**config.mk**
```make
export PLATFORM = sky130hd
export DESIGN_NAME = mms_cell
export DESIGN_NICKNAME = d
export VERILOG_FILES = /design/src/rtl/core/mms_pkg.sv /design/src/rtl/core/mms_cell.sv
export SDC_FILE = /design/constraint.sdc
export NUM_CORES = 1
export LEC_CHECK = 0
export BUFFER_PORTS_ARGS = -buffer_cell sky130_fd_sc_hd__buf_2
export CELL_PAD_IN_SITES_DETAIL_PLACEMENT = 0
export CELL_PAD_IN_SITES_GLOBAL_PLACEMENT = 1
export CORE_UTILIZATION = 35
export DETAILED_ROUTE_END_ITERATION = 8
export PLACE_DENSITY = 0.95
export SYNTH_ARGS = -nofsm -noshare
export SYNTH_HDL_FRONTEND = slang
export SYNTH_SLANG_ARGS = --single-unit
```
**constraint.sdc**
```tcl
create_clock -name i_clk -period 3.6 [get_ports i_clk]
set_clock_uncertainty 0.1 [all_clocks]
set_input_delay 1.08 -clock i_clk [delete_from_list [all_inputs] [get_ports i_clk]]
set_output_delay 1.08 -clock i_clk [all_outputs]
set_load 0.03 [all_outputs]
```
**src/rtl/core/mms_pkg.sv**
```systemverilog
`timescale 1ns / 1ps

package mms_pkg;

    typedef enum logic [1:0] {
        CMD_PUSH  = 2'd0,
        CMD_POP   = 2'd1,
        CMD_QUERY = 2'd2
    } t_cmd;

    typedef enum logic [1:0] {
        STATUS_OK        = 2'd0,
        STATUS_UNDERFLOW = 2'd1,
        STATUS_OVERFLOW  = 2'd2
    } t_status;

    // shift control broadcast along a chain of cells
    typedef struct packed {
        logic push;
        logic pop;
    } t_shift;

    localparam int APB_ADDR_W       = 3;
    localparam int APB_DATA_W       = 32;
    localparam logic ADDR_TRACK_MIN = 1'b0;

endpackage

```
**src/rtl/core/mms_cell.sv**
```systemverilog
`timescale 1ns / 1ps

module mms_cell #(
    parameter int WIDTH = 32
) (
    input  logic                    i_clk,
    input  mms_pkg::t_shift         i_shift,
    input  logic signed [WIDTH-1:0] i_upper,
    input  logic signed [WIDTH-1:0] i_lower,
    output logic signed [WIDTH-1:0] o_entry
);
    import mms_pkg::*;

    logic signed [WIDTH-1:0] r_entry;
    logic signed [WIDTH-1:0] n_entry;

    always_comb begin
        priority if (i_shift.push) begin
            n_entry = i_upper;
        end else if (i_shift.pop) begin
            n_entry = i_lower;
        end else begin
            n_entry = r_entry;
        end
    end

    always_ff @(posedge i_clk) begin
        r_entry <= n_entry;
    end

    assign o_entry = r_entry;

endmodule

```
======== Word level (Yosys, flattened, before mapping) ========
Index checks and enable logic that the tools add are counted.
W data, S select, Z words.
storage, ports and cells
  word-level logic and storage cells ...... 4
  memories kept ........................... 0
  register bits after elaboration ......... 32
  output and inout bits ................... 32
  RAM bits ................................ 0
  memory bits (read-only) ................. 0
  bits of input ports ..................... 67
  latch bits .............................. 0
cells by class
  shift-type cells ........................ 0
  div/mod/pow operators ................... 0
  multiplexer cells ....................... 2
  multiply operators ...................... 0
  bitwise operators ....................... 0
  add/sub/neg operators ................... 0
  $lt $le $gt $ge ......................... 0
  equal/unequal tests ..................... 0
  reduce and logical (&&, ||, !) cells .... 1
operator list
  operator            number
  $mux W32            2
  $reduce_bool A2 Y1  1

======== Depth between registers and ports, before layout ========
Gate-level depths: netlist of run 1.
  depth in word-level cells ............... 2
  gate-level depth with buffers ........... 3
  depth with buffers taken out ............ 1

======== Least setup slack after synthesis of run 1 ========
No wires, ideal clock.
  path kind ............................... in2reg
  start point ............................. input i_shift[1] in the netlist's numbering
  end point ............................... register r_entry[0] (netlist: o_entry[0]) (enable)
  path slack .............................. 1.007 ns
  path buffers ............................ 2
  data arrival time ....................... 2.102 ns
  data required time ...................... 3.110 ns
  stages on the path ...................... 3
  library setup time ...................... 0.390 ns
  cell sequence ........................... buf_6 -> buf_12 -> or2_1
between the ends
  word-level cells in the longest chain between the ends .. 1
RTL lines
  element                              RTL line        RTL
  from (decl)                          mms_cell.sv:7   input mms_pkg::t_shift i_shift,
  $reduce_bool A2 Y1 (no source line)  n/a
  to (signal assigned)                 mms_cell.sv:28  r_entry <= n_entry;
  to (decl)                            mms_cell.sv:14  logic signed [WIDTH-1:0] r_entry;
No other way between the ends.
A chain may end at the register's enable or synchronous reset.

======== Worst setup path after layout of run 1 ========
  start point ............................. input i_shift[1] in the netlist's numbering
  end point ............................... register r_entry[23] (netlist: o_entry[23]) (data pin)
between the ends
  word-level cells in the longest chain between the ends .. 1
RTL lines
  element          RTL line        RTL
  $mux W32         mms_cell.sv:18  priority if (i_shift.push) begin
  net n_entry[23]  mms_cell.sv:15  logic signed [WIDTH-1:0] n_entry;
The timed path passes the listed nets, and every way through them passes these cells.

==> impl_metrics.tcl, run 1 <==
set metrics [dict create \
    hold_ws_ps 997.1 \
    yosys_warnings 0 \
    status "finished clean" \
    period_needed_ps 2307 \
    drv_slew 0 \
    rsz0062_at_grt "no" \
    p_seq_share_pct 49.4 \
    rows 23 \
    power_uw 944.7 \
    finalSetupViolCount 0 \
    hold_class "in -> reg" \
    critical_path_class "in -> reg" \
    p_leak_uw 0.001018 \
    ios 99 \
    fill_cells 338 \
    grt_antenna_before_repair 0 \
    core_area_mm2 0.004058 \
    syn_area_mm2 0.001508 \
    p_sw_share_pct 27.34 \
    cts_root_buffer "clkbuf_8" \
    grt_max_degree 25 \
    path_buf_inv 2 \
    max_stage_delay_ps 410 \
    fmax_mhz 433.5 \
    postCtsSetupBuffers 0 \
    routed_wl_um 2892 \
    clock-sinks 32 \
    synth_cell_types 6 \
    pwr-share-clk_pct 26.7 \
    crit_start "i_shift[1]" \
    cpLargestDelayFamily "buffers and inverters" \
    syn_avg_cell_area_um2 21.85 \
    p_per_area_mw_per_mm2 450.5 \
    htreeDepth 2 \
    wl_per_cell_um 12.97 \
    hold_violations 0 \
    drtIter0Drc 6 \
    crit_chain "buf_2 -> buf_4 -> mux2_4" \
    final_nets 239 \
    cts_tree "built" \
    switching_power_uw 258.3 \
    relSlewSlack_pct 66.81 \
    yosysTopAreaCell "edfxtp_1" \
    internal_power_uw 686.4 \
    start_kind "input pin" \
    place.gp.congestion 0.8131 \
    die_h_um 67.64 \
    worst-endpoint-arrival_ps 2230 \
    synth_top_area_share_pct 63.73 \
    route.detailed.drc 0 \
    start_util_pct 37.16 \
    path_clk_slew_ps 60 \
    stdcell_count 223 \
    cp_max_fo 18 \
    post_cts_resized 0 \
    worst_pin_slew_ps 497.9 \
    drt-pass1-iter-count 4 \
    hp-start "i_upper[19]" \
    viasPerCell 4.359 \
    synth-seq-area-share_pct 63.73 \
    flow.area_growth_from_synthesis_pct 39.09 \
    synth_area_leaders "edfxtp_1 (64%), mux2_4 (29%), buf_12 (4.0%)" \
    antennaDiodeCount 0 \
    dp_cells 215 \
    crit_slowest_cell "buf_2" \
    fin_crit_sh_pct 64.08 \
    comb_power_share_pct 23.9 \
    clockBufferDepth 2 \
    die-width_um 67.64 \
    dieArea_mm2 0.004574 \
    ant_nets 0 \
    cp.required_ps 3520 \
    ys_ff_latch 32 \
    largest_reg_flops 32 \
    dr_total_vias 972 \
    cts_buffers 5 \
    grt_overflow 0 \
    ir_drop_mv 0.2869 \
    postSynthNetCount 136 \
    grt_pass1_wl_um 4181 \
    port-buffer-count 98 \
    tns_ps 0 \
    final_common_cell "buf_2" \
    max_cap_viol_count 0 \
    final_cell_mix "buf_2 (98), edfxtp_1 (32), mux2_4 (29), clkbuf_8 (5), mux2_2 (3)" \
    grt_pass1_vias 906 \
    grt_usage_pct 13.50 \
    cts_hold_buffers 0 \
    layout-drive-gt1-share_pct 79.19 \
    synthCells 69 \
    crit_path_end_kind "flip-flop" \
]
-- path summary, 6_finish.rpt --
| check | end | slack (ps) | cells after the start |
|---|---|---|---|
| worst max-delay path | o_entry[23]$_DFFE_PP_ | 1290 | 3 |
| worst min-delay path | o_entry[19]$_DFFE_PP_ | 1000 | 2 |
-- power by group through the flow --
stage	combinational [uW]	clock, uW	sequential [uW]
floorplan	65.9	0	562
detailed placement	228	0	474
global placement	226	0	475
finish	226	252	466
global route	238	281	470
CTS	229	259	467
-- final cells by class --
cell class	count	area, um^2	area share, %
clock buffer	7	76.32	3.640
sequential	32	960.9	45.82
multi-input combinational	33	475.5	22.67
timing repair buffer	100	518.0	24.70
tap	50	62.56	2.983
clock inverter	1	3.754	0.1790
-- logic make-up (layout without fill, tap and decap cells) --
group	after synthesis	after routing	synth area share (%)
buf+inv	4	108	4.730
flops	32	32	63.73
mux	32	32	31.12
simple gates	1	1	0.4152
-- routing by layer --
| metal | track usage [%] | vias up | wire [um] |
|---|---|---|---|
| met5 | 0 | - | 0 |
| met4 | 6.383 | 0 | 23 |
| met3 | 7.095 | 2 | 338 |
| met2 | 22.90 | 62 | 1546 |
| met1 | 13.45 | 434 | 983 |
| li1 | - | 474 | - |
-- synthesized netlist by cell type --
master,count
buf_6,1
edfxtp_1,32
mux2_4,29
or2_1,1
buf_12,3
mux2_2,3
-- through the flow --
| step | utilization, % | instance area [um^2] | setup WS, ps |
|---|---|---|---|
| final | 51.68 | 2097 | 1293 |
| after global placement | 49.71 | 2017 | 1032 |
| after CTS | 51.68 | 2097 | 1290 |
| after global routing | 51.68 | 2097 | 1230 |
| after detailed placement | 49.71 | 2017 | 990.7 |
| after floorplan | - | 1508 | 1007 |
(Power assumes the default switching activity.)
==> run 2: changes to the inputs <==
- CORE_UTILIZATION: 35 -> 32
- PLACE_DENSITY: 0.95 -> 0.89
- clock period: 3.6 -> 2.2 ns (I/O delays scaled with it)
==> run 2 against run 1 <==
The run now ends with design-rule violations left. First-iteration DRC count rose to 11 times the previous value. Die area is 9.1% higher. Cell count increased by 1.3%. Final area grew 2.4%. Via count grew 0.10%. Utilization shrank 3.4 points. Clock power is 110% higher. Non-clock buffer count up 1. Critical path type unchanged.
==> impl_metrics.tcl, run 2 (same netlist as run 1, synthesis figures left out) <==
set metrics [dict create \
    finalSetupViolCount 0 \
    fin_ws_ps 568.7 \
    path_clk_slew_ps 70 \
    hold_class "in -> reg" \
    ant_nets 0 \
    violations "design-rule violations" \
    final_common_cell "buf_2" \
    cp-endpoint "o_entry[1]$_DFFE_PP_" \
    path_buf_inv 2 \
    period_needed_ps 1631 \
    ir_drop_mv 0.3853 \
    viasPerCell 4.305 \
    start_kind "input pin" \
    cts_root_buffer "clkbuf_8" \
    clockBufferDepth 2 \
    drt-pass1-iter-count 6 \
    relSlewSlack_pct 75.25 \
    htreeDepth 2 \
    fill_cells 410 \
    cp_max_fo 19 \
    place.gp.congestion 0.7117 \
    fmax_mhz 613.0 \
    dieArea_mm2 0.004990 \
    max_stage_delay_ps 320 \
    route.detailed.drc 6 \
    grt_max_degree 33 \
    p_leak_uw 0.001043 \
    drtIter0Drc 64 \
    cp.required_ps 2120 \
    flow.area_growth_from_synthesis_pct 42.41 \
    cts_tree "built" \
    drv_slew 0 \
    largest_reg_flops 32 \
    grt_overflow 0 \
    crit_slowest_cell "buf_2" \
    cts_buffers 5 \
    port-buffer-count 98 \
    place_worst_setup_slack_ps 273.8 \
    grt_usage_pct 12.44 \
    crit_start "i_shift[1]" \
    rows 24 \
    cpLargestDelayFamily "buffers and inverters" \
    crit_path_end_kind "flip-flop" \
    core_area_mm2 0.004444 \
    max_cap_viol_count 0 \
    post_cts_resized 0 \
    die_h_um 70.64 \
    crit_chain "buf_2 -> buf_12 -> mux2_4" \
    final_nets 240 \
    cts_hold_buffers 0 \
    worst-endpoint-arrival_ps 1550 \
    rsz0062_at_grt "no" \
    status "finished, violations left" \
    postCtsSetupBuffers 0 \
    ios 99 \
    final_cell_mix "buf_2 (98), edfxtp_1 (32), mux2_4 (29), clkbuf_8 (5), mux2_2 (3)" \
    grt_antenna_before_repair 0 \
    tns_ps 0 \
    routed_wl_um 3033 \
    die-width_um 70.64 \
    hold_violations 0 \
    clock-sinks 32 \
    antennaDiodeCount 0 \
    p_per_area_mw_per_mm2 779.5 \
    grt_pass1_wl_um 4609 \
    worst_pin_slew_ps 371.2 \
    layout-drive-gt1-share_pct 80.46 \
    final_util_pct 48.31 \
    dr_total_vias 973 \
    wl_per_cell_um 13.42 \
    start_util_pct 33.92 \
    critical_path_class "in -> reg" \
    cp.depth 3 \
    fin_crit_sh_pct 74.15 \
    grt_pass1_vias 1046 \
]
## run 2: per-layer routing
layer | track usage, % | vias up | part of all wire [%]
met2 | 24.27 | 37 | 58
li1 | - | 476 | -
met1 | 11.69 | 458 | 36
met5 | 0 | - | 0
met4 | 4.667 | 0 | 0.92
met3 | 4.701 | 2 | 5.7
## run 2: cell type report
cell class                 count  area [um^2]  area share, %
multi-input combinational     33        475.5          22.14
sequential                    32        960.9          44.76
tap                           52        65.06          3.030
clock buffer                   6        72.57          3.380
timing repair buffer         101        538.0          25.06
clock inverter                 2        35.03          1.632
## run 2: metrics by stage
step                total power (uW)  hold slack [ps]  cell area [um^2]  std cells
detailed placement              1154            863.2              2039        218
global route                    1751            563.5              2147        226
floorplan                       1028            777.5              1508         69
global placement                1147            860.2              2039        218
CTS                             1698            569.7              2147        226
finish                          1674            580.3              2147        226
## run 2: how the worst min path moves through the flow
stage	startpoint	to	slack, ps	cells after the start
6_report	i_upper[22]	o_entry[22]$_DFFE_PP_	580	2
5_1_grt	i_lower[12]	o_entry[12]$_DFFE_PP_	560	2
4_1_cts	i_lower[26]	o_entry[26]$_DFFE_PP_	570	2
3_5_place_dp	i_lower[26]	o_entry[26]$_DFFE_PP_	860	2
3_3_place_gp	i_lower[26]	o_entry[26]$_DFFE_PP_	860	2
2_1_floorplan	i_upper[0]	o_entry[0]$_DFFE_PP_	780	1
## run 2: where the power goes
part | internal, uW | switching, uW
Combinational | 158 | 216
Clock | 336 | 202
Sequential | 748 | 13.8
Total | 1240 | 431
==> run 3: changes to the inputs <==
- clock period: 2.2 -> 1.69 ns (I/O delays scaled with it)
==> run 3 against run 2 <==
The flow still finishes with violations (design-rule violations). Utilization down 0.11 points. Final area down 0.23%. Critical endpoint is now o_entry[1]. Routed wire length down 2.0%. First-iteration DRC count up 44%. Cell count down 0.44%. Hold slack worse by 150 ps. Flip-flop and latch count unchanged.
==> impl_metrics.tcl, run 3 (same netlist as run 1, synthesis figures left out) <==
set metrics [dict create \
    cpLargestDelayFamily "flip-flops" \
    grt_pass1_wl_um 4602 \
    die_h_um 70.64 \
    die-width_um 70.64 \
    clockBufferDepth 2 \
    period_needed_ps 1449 \
    tns_ps 0 \
    finalSetupViolCount 0 \
    layout-drive-gt1-share_pct 80.92 \
    cts_root_buffer "clkbuf_8" \
    cp_max_fo 1 \
    grt_overflow 0 \
    grt_usage_pct 12.43 \
    viasPerCell 4.378 \
    crit_chain "buf_2" \
    final_common_cell "buf_2" \
    drt-pass1-iter-count 6 \
    cts_tree "built" \
    drtIter0Drc 92 \
    flow.area_growth_from_synthesis_pct 42.07 \
    p_leak_uw 0.001039 \
    rsz0062_at_grt "no" \
    clock-sinks 32 \
    max_stage_delay_ps 370 \
    port-buffer-count 98 \
    grt_pass1_vias 949 \
    relSlewSlack_pct 70.29 \
    dr_total_vias 985 \
    crit_path_end_kind "output pin" \
    core_area_mm2 0.004444 \
    wl_per_cell_um 13.21 \
    cts_hold_buffers 0 \
    p_per_area_mw_per_mm2 1020 \
    hold_violations 0 \
    routed_wl_um 2973 \
    rows 24 \
    status "finished, violations left" \
    start_kind "flip-flop" \
    start_util_pct 33.92 \
    ios 99 \
    ant_nets 0 \
    final_cell_mix "buf_2 (98), edfxtp_1 (32), mux2_4 (29), clkbuf_8 (5), mux2_2 (3)" \
    largest_reg_flops 32 \
    hp-start "i_upper[3]" \
    antennaDiodeCount 0 \
    postCtsSetupBuffers 0 \
    worst-endpoint-arrival_ps 840 \
    fin_crit_sh_pct 85.76 \
    crit_slowest_cell "edfxtp_1" \
    drv_slew 0 \
    worst_pin_slew_ps 445.6 \
    hold_class "in -> reg" \
    grt_antenna_before_repair 0 \
    ir_drop_mv 0.3670 \
    place.gp.congestion 0.7112 \
    hold_ws_ps 425.8 \
    post_cts_resized 0 \
    critical_path_class "reg -> out" \
    fmax_mhz 689.9 \
    cp.required_ps 1080 \
    violations "design-rule violations" \
    dieArea_mm2 0.004990 \
    path_clk_slew_ps 70 \
    path_buf_inv 1 \
    final_nets 239 \
    max_cap_viol_count 0 \
    crit_start "o_entry[1]$_DFFE_PP_" \
    htreeDepth 2 \
    grt_max_degree 33 \
    route.detailed.drc 12 \
    cts_buffers 5 \
]
==> run 3: changes by cell type in the layout (fill, tap and decap cells not counted), sizes merged <==
| cell | previous run | this run |
|---|---|---|
| buf | 101 | 100 |
==> run 3: routing by layer <==
metal	vias to the layer above	track usage [%]	wire, um
met1	453	12.41	1066
li1	472	-	-
met4	0	5.333	37
met2	56	23.09	1603
met5	-	0	0
met3	4	4.701	265
==> run 3: report_power, final <==
part           internal [uW]  leakage (uW)  switching [uW]
Sequential               974      0.000326            18.8
Combinational            206      0.000658             281
Clock                    437     0.0000552             268
==> run 3: path summary, 6_finish.rpt <==
check	to	slack, ps	depth (start not counted)
worst max-delay path	o_entry[1]	240	1
worst min-delay path	o_entry[3]$_DFFE_PP_	430	2
==> run 3: final cells by class <==
class | instances | area, um^2
clock inverter | 2 | 35.03
fill | 411 | 2302
sequential | 32 | 960.9
timing repair buffer | 100 | 530.5
clock buffer | 6 | 72.57
multi-input combinational | 33 | 478.0
tap | 52 | 65.06
==> run 3: through the flow <==
| stage | setup WS, ps | area (um^2) | util [%] | total power (uW) | std cells |
|---|---|---|---|---|---|
| after CTS | 216.7 | 2142 | 48.20 | 2215 | 225 |
| after detailed placement | 112.7 | 2034 | 45.78 | 1502 | 217 |
| after global placement | 155.6 | 2034 | 45.78 | 1494 | 217 |
| after floorplan | 154.0 | 1510 | - | 1339 | 69 |
| final | 240.6 | 2142 | 48.20 | 2184 | 225 |
| after global routing | 194.0 | 2142 | 48.20 | 2287 | 225 |
